File: src/hw/rtl/rwrms_pkg.sv
// Shared types and constants for the rectified windowed RMS level meter.
// Depends on nothing; used by rectified_windowed_rms_level (rwrms_ram does not use it).
`timescale 1ns / 1ps

package rwrms_pkg;

  localparam int SAMPLE_BITS = 10;
  localparam int REG_W       = 10;
  localparam int CFG_IDX_W   = 8;
  localparam int WINDOW_DEF  = 10;

  localparam logic [SAMPLE_BITS-1:0] SAMPLE_MAX = {SAMPLE_BITS{1'b1}};
  localparam logic [REG_W-1:0]       MID_RESET  = REG_W'(458);
  localparam logic [REG_W-1:0]       PEAK_RESET = REG_W'(650);

  localparam logic [CFG_IDX_W-1:0] CFG_MID_LEVEL  = CFG_IDX_W'(0);
  localparam logic [CFG_IDX_W-1:0] CFG_PEAK_LEVEL = CFG_IDX_W'(1);

  typedef enum logic [2:0] {
    ST_IDLE,
    ST_READ,
    ST_UPD,
    ST_DIV,
    ST_SQRT,
    ST_DONE
  } rwrms_state_t;

endpackage

File: src/hw/rtl/rectified_windowed_rms_level.sv
// From input beat to result beat: window read, sum update, one reciprocal
// multiply for the divide by WINDOW, SAMPLE_BITS root steps on one shared
// subtractor, then the result is registered together with the beat in ST_DONE.
// Samples are taken one at a time: in_stall holds while one is in flight; the next beat
// is taken once the result sits in the output register.
// Reset: window reads as zero, mid_level 458, peak_level 650.
`timescale 1ns / 1ps

module rectified_windowed_rms_level #(
  parameter int WINDOW = rwrms_pkg::WINDOW_DEF
) (
  input  logic                            clk,
  input  logic                            rst_n,
  input  logic                            in_valid,
  output logic                            in_stall,
  input  logic [rwrms_pkg::SAMPLE_BITS-1:0] in_sample,
  output logic                            out_valid,
  input  logic                            out_stall,
  output logic [rwrms_pkg::SAMPLE_BITS-1:0] out_rms_level,
  output logic [rwrms_pkg::SAMPLE_BITS-1:0] out_folded_sample,
  output logic                            out_peak_flag,
  input  logic                            cfg_valid,
  output logic                            cfg_ready,
  input  logic [rwrms_pkg::CFG_IDX_W-1:0]   cfg_index,
  input  logic [rwrms_pkg::REG_W-1:0]       cfg_data
);

  localparam int SB        = rwrms_pkg::SAMPLE_BITS;
  localparam int AW        = $clog2(WINDOW);
  localparam int SQ_W      = 2 * SB;
  localparam int MEAN_W    = 2 * SB;
  localparam int SUM_W     = SQ_W + AW;
  localparam int ROOT_W    = SB;
  localparam int ALU_W     = ROOT_W + 3;
  localparam int STEP_W    = $clog2(ROOT_W);
  localparam int PROD_W    = 2 * SUM_W + 1;
  localparam int DIV_SHIFT = SUM_W + AW;
  localparam logic [SUM_W:0] DIV_RECIP =
    (SUM_W+1)'(((64'd1 << DIV_SHIFT) + 64'(WINDOW) - 64'd1) / 64'(WINDOW));

  rwrms_pkg::rwrms_state_t state_r, state_nxt;

  logic [rwrms_pkg::REG_W-1:0] mid_r, mid_nxt;
  logic [rwrms_pkg::REG_W-1:0] peak_r, peak_nxt;
  logic [WINDOW-1:0]           valid_r, valid_nxt;
  logic [AW-1:0]               slot_r, slot_nxt;
  logic [SUM_W-1:0]            sum_r, sum_nxt;
  logic [SB-1:0]               folded_r, folded_nxt;
  logic [SQ_W-1:0]             sq_old_r, sq_old_nxt;
  logic [ALU_W-1:0]            rem_r, rem_nxt;
  logic [MEAN_W-1:0]           dq_r, dq_nxt;
  logic [ROOT_W-1:0]           root_r, root_nxt;
  logic [STEP_W-1:0]           step_r, step_nxt;
  logic                        out_valid_r, out_valid_nxt;
  logic [SB-1:0]               rms_out_r, rms_out_nxt;
  logic [SB-1:0]               fold_out_r, fold_out_nxt;
  logic                        peak_out_r, peak_out_nxt;

  logic              in_take;
  logic [SB+1:0]     fold_calc;
  logic [SB-1:0]     fold_val;
  logic [SB-1:0]     ram_rd_data;
  logic [SB-1:0]     old_val;
  logic [SUM_W-1:0]  sum_calc;
  logic [PROD_W-1:0] div_prod;
  logic [ALU_W-1:0]  alu_a, alu_b;
  logic [ALU_W:0]    alu_diff;
  logic              alu_ge;

  rwrms_ram #(
    .WIDTH (SB),
    .DEPTH (WINDOW)
  ) u_window (
    .clk     (clk),
    .wr_en   (state_r == rwrms_pkg::ST_READ),
    .wr_addr (slot_r),
    .wr_data (folded_r),
    .rd_en   (in_take),
    .rd_addr (slot_r),
    .rd_data (ram_rd_data)
  );

  assign in_stall  = (state_r != rwrms_pkg::ST_IDLE);
  assign in_take   = in_valid && !in_stall;
  assign cfg_ready = 1'b1;

  assign fold_calc = {1'b0, mid_r, 1'b0} - (SB+2)'(in_sample);
  assign fold_val  = (in_sample > mid_r) ? in_sample :
                     (fold_calc > (SB+2)'(rwrms_pkg::SAMPLE_MAX)) ? rwrms_pkg::SAMPLE_MAX :
                     fold_calc[SB-1:0];

  assign old_val  = valid_r[slot_r] ? ram_rd_data : '0;
  assign sum_calc = sum_r - SUM_W'(sq_old_r) + SUM_W'(SQ_W'(folded_r) * SQ_W'(folded_r));
  assign div_prod = PROD_W'(sum_r) * PROD_W'(DIV_RECIP);

  // shared compare/subtract for the root steps
  always_comb begin
    alu_a    = {rem_r[ALU_W-3:0], dq_r[MEAN_W-1 -: 2]};
    alu_b    = ALU_W'({root_r, 2'b01});
    alu_diff = {1'b0, alu_a} - {1'b0, alu_b};
    alu_ge   = !alu_diff[ALU_W];
  end

  always_comb begin
    state_nxt     = state_r;
    mid_nxt       = mid_r;
    peak_nxt      = peak_r;
    valid_nxt     = valid_r;
    slot_nxt      = slot_r;
    sum_nxt       = sum_r;
    folded_nxt    = folded_r;
    sq_old_nxt    = sq_old_r;
    rem_nxt       = rem_r;
    dq_nxt        = dq_r;
    root_nxt      = root_r;
    step_nxt      = step_r;
    out_valid_nxt = out_valid_r;
    rms_out_nxt   = rms_out_r;
    fold_out_nxt  = fold_out_r;
    peak_out_nxt  = peak_out_r;

    if (out_valid_r && !out_stall) begin
      out_valid_nxt = 1'b0;
    end

    if (cfg_valid && cfg_ready) begin
      if (cfg_index == rwrms_pkg::CFG_MID_LEVEL) begin
        mid_nxt = cfg_data;
      end else if (cfg_index == rwrms_pkg::CFG_PEAK_LEVEL) begin
        peak_nxt = cfg_data;
      end
    end

    case (state_r)
      rwrms_pkg::ST_IDLE: begin
        if (in_take) begin
          folded_nxt = fold_val;
          state_nxt  = rwrms_pkg::ST_READ;
        end
      end
      rwrms_pkg::ST_READ: begin
        sq_old_nxt       = SQ_W'(old_val) * SQ_W'(old_val);
        valid_nxt[slot_r] = 1'b1;
        state_nxt        = rwrms_pkg::ST_UPD;
      end
      rwrms_pkg::ST_UPD: begin
        sum_nxt   = sum_calc;
        slot_nxt  = (32'(slot_r) == WINDOW - 1) ? '0 : slot_r + AW'(1);
        state_nxt = rwrms_pkg::ST_DIV;
      end
      rwrms_pkg::ST_DIV: begin
        dq_nxt    = div_prod[DIV_SHIFT +: MEAN_W];
        rem_nxt   = '0;
        root_nxt  = '0;
        step_nxt  = '0;
        state_nxt = rwrms_pkg::ST_SQRT;
      end
      rwrms_pkg::ST_SQRT: begin
        dq_nxt   = {dq_r[MEAN_W-3:0], 2'b00};
        root_nxt = {root_r[ROOT_W-2:0], alu_ge};
        if (alu_ge) begin
          rem_nxt = alu_diff[ALU_W-1:0];
        end else begin
          rem_nxt = alu_a;
        end
        step_nxt = step_r + STEP_W'(1);
        if (32'(step_r) == ROOT_W - 1) begin
          state_nxt = rwrms_pkg::ST_DONE;
        end
      end
      rwrms_pkg::ST_DONE: begin
        if (!out_valid_r || !out_stall) begin
          out_valid_nxt = 1'b1;
          rms_out_nxt   = root_r;
          fold_out_nxt  = folded_r;
          peak_out_nxt  = (folded_r > peak_r);
          state_nxt     = rwrms_pkg::ST_IDLE;
        end
      end
      default: begin
        state_nxt = rwrms_pkg::ST_IDLE;
      end
    endcase
  end

  always_ff @(posedge clk) begin
    if (!rst_n) begin
      state_r     <= rwrms_pkg::ST_IDLE;
      mid_r       <= rwrms_pkg::MID_RESET;
      peak_r      <= rwrms_pkg::PEAK_RESET;
      valid_r     <= '0;
      slot_r      <= '0;
      sum_r       <= '0;
      step_r      <= '0;
      out_valid_r <= 1'b0;
    end else begin
      state_r     <= state_nxt;
      mid_r       <= mid_nxt;
      peak_r      <= peak_nxt;
      valid_r     <= valid_nxt;
      slot_r      <= slot_nxt;
      sum_r       <= sum_nxt;
      step_r      <= step_nxt;
      out_valid_r <= out_valid_nxt;
    end
  end

  always_ff @(posedge clk) begin
    folded_r   <= folded_nxt;
    sq_old_r   <= sq_old_nxt;
    rem_r      <= rem_nxt;
    dq_r       <= dq_nxt;
    root_r     <= root_nxt;
    rms_out_r  <= rms_out_nxt;
    fold_out_r <= fold_out_nxt;
    peak_out_r <= peak_out_nxt;
  end

  assign out_valid         = out_valid_r;
  assign out_rms_level     = rms_out_r;
  assign out_folded_sample = fold_out_r;
  assign out_peak_flag     = peak_out_r;

endmodule

File: src/hw/rtl/rwrms_ram.sv
// Generic single-write, single-read RAM with registered read data.
// No dependencies.
`timescale 1ns / 1ps

module rwrms_ram #(
  parameter int WIDTH = 10,
  parameter int DEPTH = 10
) (
  input  logic                     clk,
  input  logic                     wr_en,
  input  logic [$clog2(DEPTH)-1:0] wr_addr,
  input  logic [WIDTH-1:0]         wr_data,
  input  logic                     rd_en,
  input  logic [$clog2(DEPTH)-1:0] rd_addr,
  output logic [WIDTH-1:0]         rd_data
);

  logic [WIDTH-1:0] mem [DEPTH];
  logic [WIDTH-1:0] rd_data_r;

  always_ff @(posedge clk) begin
    if (wr_en) begin
      mem[wr_addr] <= wr_data;
    end
    if (rd_en) begin
      rd_data_r <= mem[rd_addr];
    end
  end

  assign rd_data = rd_data_r;

endmodule
File: config.mk
export PLATFORM = sky130hd
export DESIGN_NAME = rectified_windowed_rms_level
export DESIGN_NICKNAME = d
export VERILOG_FILES = /design/src/hw/rtl/rwrms_pkg.sv /design/src/hw/rtl/rectified_windowed_rms_level.sv /design/src/hw/rtl/rwrms_ram.sv
export SDC_FILE = /design/constraint.sdc
export NUM_CORES = 1
export LEC_CHECK = 0
export BUFFER_PORTS_ARGS = -buffer_cell sky130_fd_sc_hd__buf_2
export CELL_PAD_IN_SITES_DETAIL_PLACEMENT = 1
export CELL_PAD_IN_SITES_GLOBAL_PLACEMENT = 1
export CORE_ASPECT_RATIO = 0.9
export CORE_MARGIN = 2
export CORE_UTILIZATION = 40
export CTS_CLUSTER_DIAMETER = 30
export DETAILED_ROUTE_END_ITERATION = 6
export GPL_TIMING_DRIVEN = 0
export PLACE_DENSITY_LB_ADDON = 0.1
export SLEW_MARGIN = 0
export SYNTH_ARGS = -nofsm -noshare
export SYNTH_HDL_FRONTEND = slang
export SYNTH_HIERARCHICAL = 1
export SYNTH_SLANG_ARGS = --single-unit
File: constraint.sdc
create_clock -name clk -period 9.21 [get_ports clk]
set_input_delay 0.4605 -clock clk [delete_from_list [all_inputs] [get_ports clk]]
set_output_delay 0.4605 -clock clk [all_outputs]
set_load 0.02 [all_outputs]
Yosys cells after proc, flatten, opt, wreduce, memory -nomap -nowiden
Memories as Yosys holds them, arrays and structs flattened. A register that Yosys moved wholly into a read port is not among the register bits.
Index checks and enable logic that the tools add are counted.
- divide/modulo/power cells: 0
- shift-type cells: 0
- bitwise logic cells: 2
- equality and inequality tests: 11
- magnitude comparators: 5
- muxes and demuxes: 22
- multiply operators: 3
- reductions and logical operators: 17
- $add $sub $neg: 6
- operators with widths (operator ; number):
    24-bit by 24-bit multiplier with 47-bit output (second input constant) ; 1
    10-bit by 10-bit multiplier with 20-bit output ; 2
    20-bit one-hot mux with 2 select lines ; 1
    10-bit two-way mux ; 3
    24-bit by 20-bit adder with 24-bit output ; 1
    24-bit by 20-bit subtractor with 24-bit output ; 1
    11-bit one-hot mux with 2 select lines ; 1
    10-bit greater-than comparator ; 2
    10-bit one-hot mux with 2 select lines ; 1
    3-bit one-hot mux with 6 select lines ; 1
    13-bit by 12-bit subtractor with 14-bit output ; 1
    12-bit by 10-bit greater-than comparator with 1-bit output (second input constant) ; 1
    11-bit by 10-bit subtractor with 12-bit output ; 1
    11-bit two-way mux ; 1
    10-bit OR ; 1
    3-bit two-way mux ; 3
    4-bit by 1-bit adder with 4-bit output (second input constant) ; 2
    4-bit == test (second input constant) ; 2
    8-bit by 1-bit == test with 1-bit output (second input constant) ; 1
    8-bit zero test ; 1
    4-bit one-hot mux with 2 select lines ; 1
    1-bit two-way mux ; 7
    3-bit by 2-bit == test with 1-bit output (second input constant) ; 2
    3-bit == test (second input constant) ; 2
    other kinds (16) ; 26
- logic and storage cells: 83
- input port bits: 33
- register bits: 158
- latch bits: 0
- output and inout bits: 24
- memory bits (read-only): 0
- memories kept: 1
- bits in writable memories: 100
- memory list (memory ; depth ; bits a word ; read ports ; clocked after Yosys merged registers in ; wr ports ; line ; text):
    u_window.mem ; 10 ; 10 ; 1 ; 1 ; 1 ; rwrms_ram.sv:18 ; logic [WIDTH-1:0] mem [DEPTH];

Longest topological paths before layout
Gate-level depths: netlist of run 1.
- depth after elaboration: 5
- depth in mapped cells: 26
- gate-level depth less buffers: 25

Cells and area by module
Netlist of run 1, hierarchy kept.
- by module, submodules not included (module ; seq. area each (um^2) ; area an instance (um^2) ; instances ; cells an instance):
    rectified_windowed_rms_level ; 4053.9 ; 23884.2 ; 1 ; 2474
    rwrms_ram ; 3303.2 ; 4347.9 ; 1 ; 230

Worst setup path before layout of run 1
No wires, ideal clock.
- kind: register to register
- from: reg sum_r[11]
- to: reg dq_r[19], data pin
- data required time: 8.941 ns
- cell stages (with the launch flop): 23
- period minus slack after synthesis: 6.085 ns
- arrival: 5.817 ns
- setup time: 0.269 ns
- path slack: 3.125 ns
- path buffers: 0
- cells stage by stage: dfxtp_1 ha_1 fa_1 inv_1 fa_1 fa_1 inv_1 fa_1 fa_1 inv_1 fa_1 inv_1 ha_1 nand4_1 o41ai_1 a21oi_1 o2bb2ai_1 nor4_4 o21ai_2 o211ai_2 a31oi_1 xnor2_1 o21ai_0
- longest elaborated chain between the ends: 2
- RTL lines (what ; line ; text):
    start, declared ; rectified_windowed_rms_level.sv:47 ; logic [SUM_W-1:0] sum_r, sum_nxt;
    start signal, assigned ; rectified_windowed_rms_level.sv:202 ; sum_r <= sum_nxt;
    24-bit by 24-bit multiplier with 47-bit output ; rectified_windowed_rms_level.sv:94 ; assign div_prod = PROD_W'(sum_r) * PROD_W'(DIV_RECIP);
    20-bit one-hot mux with 2 select lines ; rectified_windowed_rms_level.sv:134 ; case (state_r)
    named net dq_nxt[19] ; rectified_windowed_rms_level.sv:51 ; logic [MEAN_W-1:0] dq_r, dq_nxt;
    end signal, assigned ; rectified_windowed_rms_level.sv:212 ; dq_r <= dq_nxt;
    end, declared ; rectified_windowed_rms_level.sv:51 ;
The timed path passes the listed nets, and every way through them passes these cells.
A chain may end at the register's enable or synchronous reset.

Final worst setup path of run 1
- from: reg sum_r[16]
- to: reg dq_r[19], data pin
The elaborated chain is that of the path after synthesis.

==> results of run 1 <==
## per-layer routing
metal | up-vias | part of all wire | global-route usage
li1 | 9036 | - | -
met1 | 9776 | 0.47 | 0.281
met2 | 249 | 0.47 | 0.342
met3 | 107 | 0.034 | 0.0352
met4 | 2 | 0.024 | 0.0567
met5 | - | 0.00015 | 0
## sequential cells by signal (all words and copies together) (netlist names), 3 cells and up
register / cells
rem_r: 11
u_window/rd_data: 10
folded_r: 10
sum_r: 24
root_r: 10
state_r: 3
peak_r: 10
sq_old_r: 19
out_folded_sample: 10
out_rms_level: 10
mid_r: 10
dq_r: 20
step_r: 4
valid_r: 10
u_window/mem: 100
slot_r: 4
## report_power, final
group | switching (µW) | internal [µW] | total [µW]
Combinational | 4850 | 3460 | 8320
Sequential | 189 | 1490 | 1670
Clock | 782 | 1730 | 2510
Total | 5830 | 6680 | 12500
## Yosys cell counts (all sizes together), types with 10 or more instances
master | instances | area [µm²]
nand2 | 170 | 638
mux2 | 31 | 349
inv | 632 | 2370
a31oi | 21 | 131
mux2i | 42 | 420
o22ai | 13 | 81.3
a21oi | 101 | 509
buf | 18 | 144
a22o | 10 | 87.6
nand2b | 25 | 156
nor3 | 20 | 100
and2 | 33 | 206
nor2b | 17 | 106
o21a | 12 | 90.1
and3 | 28 | 175
o211ai | 13 | 103
nor2 | 128 | 480
clkbuf | 43 | 163
fa | 351 | 7030
o21ai | 67 | 339
xnor2 | 59 | 517
edfxtp | 201 | 6040
dfxtp | 66 | 1320
o31ai | 13 | 153
ha | 410 | 5130
a21o | 28 | 210
nand3 | 35 | 175
xor2 | 26 | 228
## kinds of logic (layout without fill, tap and decap cells)
logic type,count (synthesis),in the layout,synth area share
AOI/OAI and AO/OA,320,320,0.0745
buffers and inverters,693,879,0.0949
adders and majority gates,761,761,0.431
muxes,73,73,0.0273
and+or+nand+nor,504,504,0.0856
DFF,267,267,0.261
other,1,2,0.000133
xor gates and xnor gates,85,85,0.0264
## worst reg2reg max path, stage by stage (launching register included)
cell       delay [ns]
dfxtp_1          0.83
ha_1             0.46
fa_1             0.53
inv_1            0.05
fa_1             0.46
fa_1             0.52
inv_1            0.06
fa_1             0.45
fa_1             0.52
inv_1            0.05
fa_1             0.47
inv_1            0.04
ha_1             0.41
inv_1            0.09
o41ai_1          0.36
a21oi_1          0.17
o2bb2ai_1        0.42
nor4_4           0.43
o21ai_2          0.17
o211ai_2         0.26
a31oi_1          0.13
xnor2_1          0.17
o21ai_0          0.10
## worst max-delay path by stage
stage / end / start / slack, ns / cells past startpoint
after global routing: dq_r[18] / sum_r[16] / 1.39 / 22
after global placement: dq_r[18] / sum_r[16] / 1.75 / 22
after detailed placement: dq_r[19] / sum_r[16] / 1.78 / 22
after CTS: dq_r[19] / sum_r[16] / 1.79 / 22
after floorplan: dq_r[19] / sum_r[11] / 3.12 / 22
final: dq_r[19] / sum_r[16] / 1.82 / 22
## area by class of cell
| cell class | instances | area [µm²] | share of cell area |
|---|---|---|---|
| Buffer | 61 | 307 | 0.00952 |
| Antenna cell | 1 | 2.50 | 0.0000777 |
| Clock buffer | 88 | 1910 | 0.0593 |
| Tap cell | 940 | 1180 | 0.0365 |
| Timing Repair Buffer | 57 | 308 | 0.00956 |
| Inverter | 632 | 2370 | 0.0737 |
| Clock inverter | 41 | 559 | 0.0174 |
| Multi-Input combinational cell | 1744 | 18200 | 0.566 |
| Sequential cell | 267 | 7360 | 0.228 |
## stage by stage
step	instance area [µm²]	utilization	setup slack (ns)	total power [µW]
finish	32200	0.460	1.82	12500
CTS	32200	0.460	1.79	12700
floorplan	28200	-	3.12	7770
global route	32200	0.460	1.39	14000
detailed placement	29700	0.425	1.78	10100
global placement	29700	0.424	1.75	9890
==> results.md, run 1 <==
* Initial antenna violation count at 2
* Total setup buffers inserted after CTS at 0
* Post-cts gate resize count at 0
* R2r startpoint: sum_r[16]
* DR WL/cell at 18.9 µm
* Total CTS buffers at 71
* Sequential element share of the synthesized area at 0.261
* Worst VDD drop at 0.357 mV
* R2R setup slack at 1.82 ns
* Post-Syn Nets at 3498
* Post-Route WL at 72300 µm
* CP most frequent cell: fa_1
* Final hold violations at 0
* Core area at 70000 µm²
* IO Port Bufs at 54
* Power per cell area at 388 nW/µm²
* Clk Latency, worst-skew pair at 0.61 ns
* Worst Hold Launch: cfg_data[9]
* Outcome: completed
* Cell count after synthesis at 2704
* Leak pwr at 0.0159 µW
* Final Hold Slack at 0.0953 ns
* Fin crit share at 0.802
* Final min period at 7.39 ns
* Detail Route Antenna Nets at 0
* Post-synth EDFFs at 201
* Clock buffer depth at 3
* Post-synth cell types at 79
* Fin. max-slew vios at 0
* Largest net degree at the start of global routing at 42
* FP Rows at 92
* Critical Path AT at 7.71 ns
* Vias per cell at 5.00
* Layout Cells excl Fill at 3831
* Vias in the first global route at 22000
* YS warnings at 6
* Initial DRC count at 831
* Share of layout cells above drive strength 1 at 0.0851
* First-pass GRT wire length at 119000 µm
* Hold EP: peak_r[9]
* Die width at 284 µm
* Crit path cell chain: ha_1 > fa_1 > inv_1 > fa_1 > fa_1 > inv_1 > fa_1 > fa_1 > inv_1 > fa_1 > inv_1 > ha_1 > inv_1 > o41ai_1 > a21oi_1 > o2bb2ai_1 > nor4_4 > o21ai_2 > o211ai_2 > a31oi_1 > xnor2_1 > o21ai_0
* Residual DRC at 0
* CP max FO at 9
* Die area at 72700 µm²
* Final Skew at 0.0558 ns
* Area growth, synth to finish at 14.1%
* CTS Sinks at 267
* Hold Crit Class: in2reg
* Synth async-reset ratio at 0
* Yosys reg bits at 267
* Most common cell after layout, fill and taps aside: inv_1
* Hold Path Depth at 3
* Total GRT Usage at 0.207
* Htree depth at 3
* Clk pin slew, worst setup/hold paths at 0.04 ns
* Setup violators final at 0
* R2r endpoint: dq_r[19]
* Global route overflow at 0
* Post-DP HPWL at 58900 µm
* Largest delay share family, worst path: adder cells
* Slew of the pin with the lowest slew margin at 1.32 ns
* Cell area after synthesis at 28200 µm²
* Total of max-cap violations at 0
* Slowest stage delay, CP at 0.83 ns
* CTS Hold Bufs at 0
* Worst EP required at 9.53 ns
* Via count at 19200
* IO Pins at 57
* Slowest stage cell, crit path: dfxtp_1
* Setup_tns at 0 ns
* Gpl congestion at 0.850
* RSZ-0062 raised after global routing: no
* Most frequent cells in the layout: 631 x inv_1, 410 x ha_1, 351 x fa_1
* Synth Flop Type: edfxtp_1
* Placed Cells at 3701
* Crit Path Class: reg2reg
* Final #Nets at 3628
* Crit path buffers/inverters at 5
* Starting density of the core at 0.403
* Drt pass-1 iters at 4
* Slew margin rel. at 0.119
* Path depth of the worst reg2reg path at 22
* Die Ht at 256 µm
* Maximum clock frequency at 135 MHz
* CTS tree: yes
* Filler Cell Count at 7772
* Worst setup EP type: flip-flop
* CP startpoint kind: flip-flop
* Clk root buf: clkbuf_16
* Syn Area/Cell at 10.4 µm²
No activity file was read; power rests on OpenSTA's default activity.
==> inputs of run 2 (changes only) <==
--- a/config.mk
+++ b/config.mk
@@ -5,6 +5,7 @@
 export SDC_FILE = /design/constraint.sdc
 export NUM_CORES = 1
 export LEC_CHECK = 0
+export ABC_AREA = 1
 export BUFFER_PORTS_ARGS = -buffer_cell sky130_fd_sc_hd__buf_2
 export CELL_PAD_IN_SITES_DETAIL_PLACEMENT = 1
 export CELL_PAD_IN_SITES_GLOBAL_PLACEMENT = 1
==> constraint.sdc (replaced) <==
create_clock -name clk -period 6.23 [get_ports clk]
set_input_delay 0.3115 -clock clk [delete_from_list [all_inputs] [get_ports clk]]
set_output_delay 0.3115 -clock clk [all_outputs]
set_load 0.02 [all_outputs]
==> run 2 against run 1 <==
Effect of this change: register-to-register slack worse by 1.6 ns; non-clock buffer count grew 34; synthesized cell count is 27% higher; global-route usage rose by 2.7 points; area after synthesis rose by 6.9%; cell area up 8.2%; sequential share of layout area is 1.5 points lower; sequential cell count did not move; critical path type unchanged; largest cell class unchanged.
==> results.md, run 2 <==
* Outcome: completed
* CP max FO at 9
* Most flops, register: u_window/mem
* Area occupied by multi-input gates at 19400 µm²
* YS warnings at 6
* Post-DP HPWL at 72600 µm
* Count leader, synth: inv_1
* Maximum clock frequency at 166 MHz
* Diode count at 0
* Sequential element share of the synthesized area at 0.244
* Slowest stage cell, crit path: fa_1
* Area growth, synth to finish at 15.5%
* DR WL/cell at 19.1 µm
* Slew of the pin with the lowest slew margin at 1.08 ns
* Filler Cell Count at 8712
* Htree depth at 3
* CP startpoint kind: flip-flop
* Path depth of the worst reg2reg path at 19
* Drt pass-1 iters at 5
* Post-synth cell types at 54
* Total of max-cap violations at 0
* Synth top area cells: fa_1 23%, edfxtp_1 20%, ha_1 17%, inv_1 11%, nand2_1 6.6%
* Post-Syn Nets at 4231
* FP Rows at 95
* Slew margin rel. at 0.277
* Die area at 77600 µm²
* Cell area after synthesis at 30200 µm²
* Synth async-reset ratio at 0
* Top sig layer: met4
* Initial DRC count at 1225
* Largest regs: u_window/mem (100), sum_r (24), dq_r (20)
* Metal3 WL at 3770 µm
* Worst setup EP type: flip-flop
* Yosys reg bits at 267
* Clk Latency, worst-skew pair at 0.62 ns
* Syn Area/Cell at 8.78 µm²
* Yosys top cell area share at 0.233
* Die width at 293 µm
* Fin crit share at 0.965
* Vias per cell at 5.03
* Residual DRC at 0
* Crit path cell chain: ha_2 > inv_1 > fa_1 > inv_1 > fa_1 > inv_1 > fa_1 > fa_1 > inv_1 > fa_1 > ha_1 > ha_4 > a21oi_1 > o21ai_0 > a21oi_2 > a21boi_1 > nand3_1 > nand3_1 > nand2_1
* Max reg flops at 100
* First-pass GRT wire length at 141000 µm
* Wire length on met2 at 39400 µm
* Gpl congestion at 0.919
* Area leader, netlist: fa_1
* Clk root buf: clkbuf_16
* Total GRT Usage at 0.234
* Final min period at 6.01 ns
* Fin. max-slew vios at 0
* Crit Path Class: reg2reg
* Critical Path AT at 6.37 ns
* CP most frequent cell: fa_1
* Vias in the first global route at 25200
* Final #Nets at 4397
* Setup violators final at 0
* Share of layout cells above drive strength 1 at 0.0932
* Hold Path Depth at 3
* Starting density of the core at 0.404
* Detail Route Antenna Nets at 0
* IO Port Bufs at 54
* Initial antenna violation count at 0
* Synth Flop Type: edfxtp_1
* Clock buffer depth at 3
* Final Hold Slack at 0.0312 ns
* Largest net degree at the start of global routing at 27
* Met1 wire length at 43800 µm
* Most frequent cells after synthesis: 873 x inv_1, 534 x nand2_1, 410 x ha_1
* CTS Sinks at 267
* Post-synth EDFFs at 201
* Most frequent cells in the layout: 871 x inv_1, 529 x nand2_1, 393 x ha_1
* Cell count after synthesis at 3437
* Clk pin slew, worst setup/hold paths at 0.04 ns
* RSZ-0062 raised after global routing: yes
* FF+latch area at 7440 µm²
* IO Pins at 57
* CTS tree: yes
* Die Ht at 265 µm
* Final hold violations at 0
* Slowest stage delay, CP at 0.56 ns
* Hold Crit Class: in2reg
* Worst EP required at 6.59 ns
* Total CTS buffers at 70
* Global route overflow at 0
* Final Skew at 0.0692 ns
* Via count at 23300
* Most common cell after layout, fill and taps aside: inv_1
* Core area at 74600 µm²
* Post-Route WL at 88200 µm
## run 2: worst paths after layout
check | from | endpoint | slack [ns]
min reg2reg | valid_r[3] | valid_r[3] | 0.47
max reg2reg | sum_r[13] | dq_r[9] | 0.22
min | out_stall | out_valid | 0.03
max | sum_r[13] | dq_r[9] | 0.22
## run 2: repair_timing
| action | 4_1_cts | 5_1_grt |
|---|---|---|
| hold buffers | 10 | 0 |
| endpoints found under the setup margin | 36 | 42 |
| pin swaps | 0 | 4 |
| hold endpoints to repair | 19 | 0 |
| resized for setup | 35 | 88 |
| buffers inserted | 8 | 20 |
## run 2: critical path, delay by kind of cell (launching register included)
family,cells,cell delay (ns)
adder cells (fa/ha/maj),8,3.72
flip-flops,1,0.41
buffers and inverters,4,0.34
AND/OR/NAND/NOR,3,0.34
AO/OA/AOI/OAI,4,1.01
## run 2: logic make-up (layout without fill, tap and decap cells)
logic type / after synthesis / in the layout / share of synthesized area
other: 1 / 1 / 0.000124
and+or+nand+nor: 1009 / 1009 / 0.140
DFF: 267 / 267 / 0.244
buffers and inverters: 936 / 1156 / 0.120
adders and majority gates: 761 / 761 / 0.403
AOI/OAI and AO/OA: 397 / 397 / 0.0739
xor gates and xnor gates: 66 / 66 / 0.0194
## run 2: layout make-up
class	instances	share of cell area
clock buffers	88	0.0543
plain buffers	56	0.00884
inverters	878	0.0948
repair buffers	96	0.0198
multi-input cells	2234	0.558
flip-flops and latches	267	0.213
clock inverters	38	0.0159
well taps	970	0.0348
## run 2: routing by layer
metal | global-route usage | vias to the layer above
met5 | 0 | -
met4 | 0.0433 | 0
met3 | 0.0318 | 77
met2 | 0.366 | 407
met1 | 0.349 | 11700
li1 | - | 11100
## run 2: through the flow
step / area [µm²] / TNS, ns / util / setup WS [ns] / instances
finish: 34800 / 0 / 0.467 / 0.217 / 4627
global placement: 31700 / -6.73 / 0.424 / -0.523 / 4461
detailed placement: 31700 / -7.61 / 0.425 / -0.528 / 4465
global route: 34800 / -0.0455 / 0.467 / -0.0170 / 4627
floorplan: 30200 / 0 / - / 0.724 / 3437
CTS: 34400 / 0 / 0.461 / 0.000827 / 4609
Power of run 2 is not shown: default switching activity piles up to over one toggle a cycle in this logic, so the estimate is an artifact.
==> inputs of run 3 (changes only) <==
--- a/config.mk
+++ b/config.mk
@@ -6,7 +6,6 @@
 export NUM_CORES = 1
 export LEC_CHECK = 0
 export ABC_AREA = 1
-export BUFFER_PORTS_ARGS = -buffer_cell sky130_fd_sc_hd__buf_2
 export CELL_PAD_IN_SITES_DETAIL_PLACEMENT = 1
 export CELL_PAD_IN_SITES_GLOBAL_PLACEMENT = 1
 export CORE_ASPECT_RATIO = 0.9
@@ -14,6 +13,7 @@
 export CORE_UTILIZATION = 40
 export CTS_CLUSTER_DIAMETER = 30
 export DETAILED_ROUTE_END_ITERATION = 6
+export DONT_BUFFER_PORTS = 1
 export GPL_TIMING_DRIVEN = 0
 export PLACE_DENSITY_LB_ADDON = 0.1
 export SLEW_MARGIN = 0
==> run 3 against run 2 <==
Effect of this change: die area did not move; critical path depth is 1 higher; worst setup slack gained 0.0069 ns; non-clock buffer count decreased by 33; register-to-register slack about the same; critical path type unchanged; highest routed layer is now met5.
==> results.md, run 3 (synthesis gave the netlist of run 2 again) <==
* Setup violators final at 0
* Slew margin rel. at 0.326
* Hold Crit Class: in2reg
* Detail Route Antenna Nets at 0
* Total of max-cap violations at 0
* CP max FO at 9
* Most frequent cells in the layout: 869 x inv_1, 530 x nand2_1, 394 x ha_1
* Crit path buffers/inverters at 5
* Final min period at 6.01 ns
* Vias in the first global route at 24900
* Final Skew at 0.0538 ns
* Fin crit share at 0.964
* IO Port Bufs at 0
* Area growth, synth to finish at 15.7%
* Post-Route WL at 88600 µm
* CTS tree: yes
* Die area at 77600 µm²
* Global route overflow at 0
* First-pass GRT wire length at 140000 µm
* Most common cell after layout, fill and taps aside: inv_1
* Slowest stage delay, CP at 0.55 ns
* Initial antenna violation count at 3
* Fin. max-slew vios at 0
* Residual DRC at 0
* Critical Path AT at 6.48 ns
* Gpl congestion at 0.913
* Largest delay share family, worst path: adder cells
* Final hold violations at 0
* Share of layout cells above drive strength 1 at 0.0815
* Worst EP required at 6.70 ns
* FP Rows at 95
* Drt pass-1 iters at 5
* Total GRT Usage at 0.233
* Maximum clock frequency at 167 MHz
* Total CTS buffers at 73
* Via count at 23100
* IO Pins at 57
* Clk Latency, worst-skew pair at 0.62 ns
* CP startpoint kind: flip-flop
* Largest net degree at the start of global routing at 24
* Worst setup EP type: flip-flop
* Post-DP HPWL at 72600 µm
* Final Hold Slack at 0.0294 ns
* Slowest stage cell, crit path: edfxtp_1
* DP Worst Slack at -0.509 ns
* CP most frequent cell: fa_1
* Htree depth at 3
* Clk pin slew, worst setup/hold paths at 0.04 ns
* Crit path cell chain: clkbuf_1 > nand2_1 > fa_1 > inv_1 > fa_1 > fa_1 > inv_1 > fa_1 > inv_1 > fa_1 > ha_1 > a21oi_1 > o21ai_0 > a21oi_1 > o21ai_1 > a21oi_1 > nand2b_1 > nand3_1 > nand2_1 > inv_1
* Setup_tns at 0 ns
* Starting density of the core at 0.404
* Largest regs: u_window/mem (100), sum_r (24), dq_r (20)
* Most flops, register: u_window/mem
* Core area at 74600 µm²
* Slew of the pin with the lowest slew margin at 1.01 ns
* Clock buffer depth at 3
* Initial DRC count at 1073
* Vias per cell at 5.02
* DR WL/cell at 19.2 µm
* Final WS setup at 0.224 ns
* Final #Nets at 4367
* Die width at 293 µm
* Die Ht at 265 µm
* CTS Sinks at 267
* Diode count at 0
* Max reg flops at 100
* Outcome: completed
* Clk root buf: clkbuf_16
* Crit Path Class: reg2reg
run 3: cell count changes in the layout (fill, tap and decap cells not counted), sizes merged:
cell	before	now
dlygate4sd3	10	23
clkbuf	117	119
buf	113	67
clkinv	27	28
clkinvlp	2	7
bufinv	8	9
run 3: metrics by stage:
step	utilization	instances	instance area, µm²
6_report	0.468	4603	34900
3_5_place_dp	0.422	4411	31500
5_1_grt	0.468	4603	34900
3_3_place_gp	0.420	4407	31400
2_1_floorplan	-	3437	30200
4_1_cts	0.462	4581	34500
run 3: path summary, 6_finish.rpt:
check / start / slack (ns) / endpoint / depth (start not counted)
max: folded_r[9] / 0.22 / sum_r[23] / 20
min: in_sample[7] / 0.03 / folded_r[7] / 2
max reg2reg: folded_r[9] / 0.22 / sum_r[23] / 20
min reg2reg: root_r[0] / 0.46 / out_rms_level[0] / 0
run 3: repair_timing:
item	in CTS	in global routing
gates resized for setup	39	80
buffers inserted	12	24
endpoints found under the hold margin	34	0
gates cloned	0	0
hold buffers	23	0
setup endpoints to repair	36	36
pin swaps	1	3
run 3: metal layers:
layer	wire, µm	vias to the layer above	track usage	share of wire
met5	9	-	0	0.00010
met4	1410	2	0.0487	0.016
met3	5280	90	0.0464	0.060
met2	39300	448	0.359	0.44
met1	42600	11500	0.341	0.48
li1	-	11100	-	-
run 3: final cells by class:
| class | instances | area, µm² |
|---|---|---|
| Multi-Input combinational cell | 2234 | 19500 |
| Sequential cell | 267 | 7440 |
| Inverter | 878 | 3310 |
| Timing Repair Buffer | 63 | 611 |
| Tap cell | 970 | 1210 |
| Clock buffer | 90 | 1940 |
| Clock inverter | 45 | 629 |
| Fill cell | 8691 | 39700 |
| Buffer | 56 | 305 |
run 3: worst reg2reg max path, delay by kind of cell (launching register included):
kind,cells,cell delay [ns]
buffers and inverters,5,0.67
AO/OA/AOI/OAI,5,1.20
adder cells (fa/ha/maj),6,2.98
AND/OR/NAND/NOR,4,0.48
flip-flops,1,0.55
Power of run 3 is left out for the same reason.
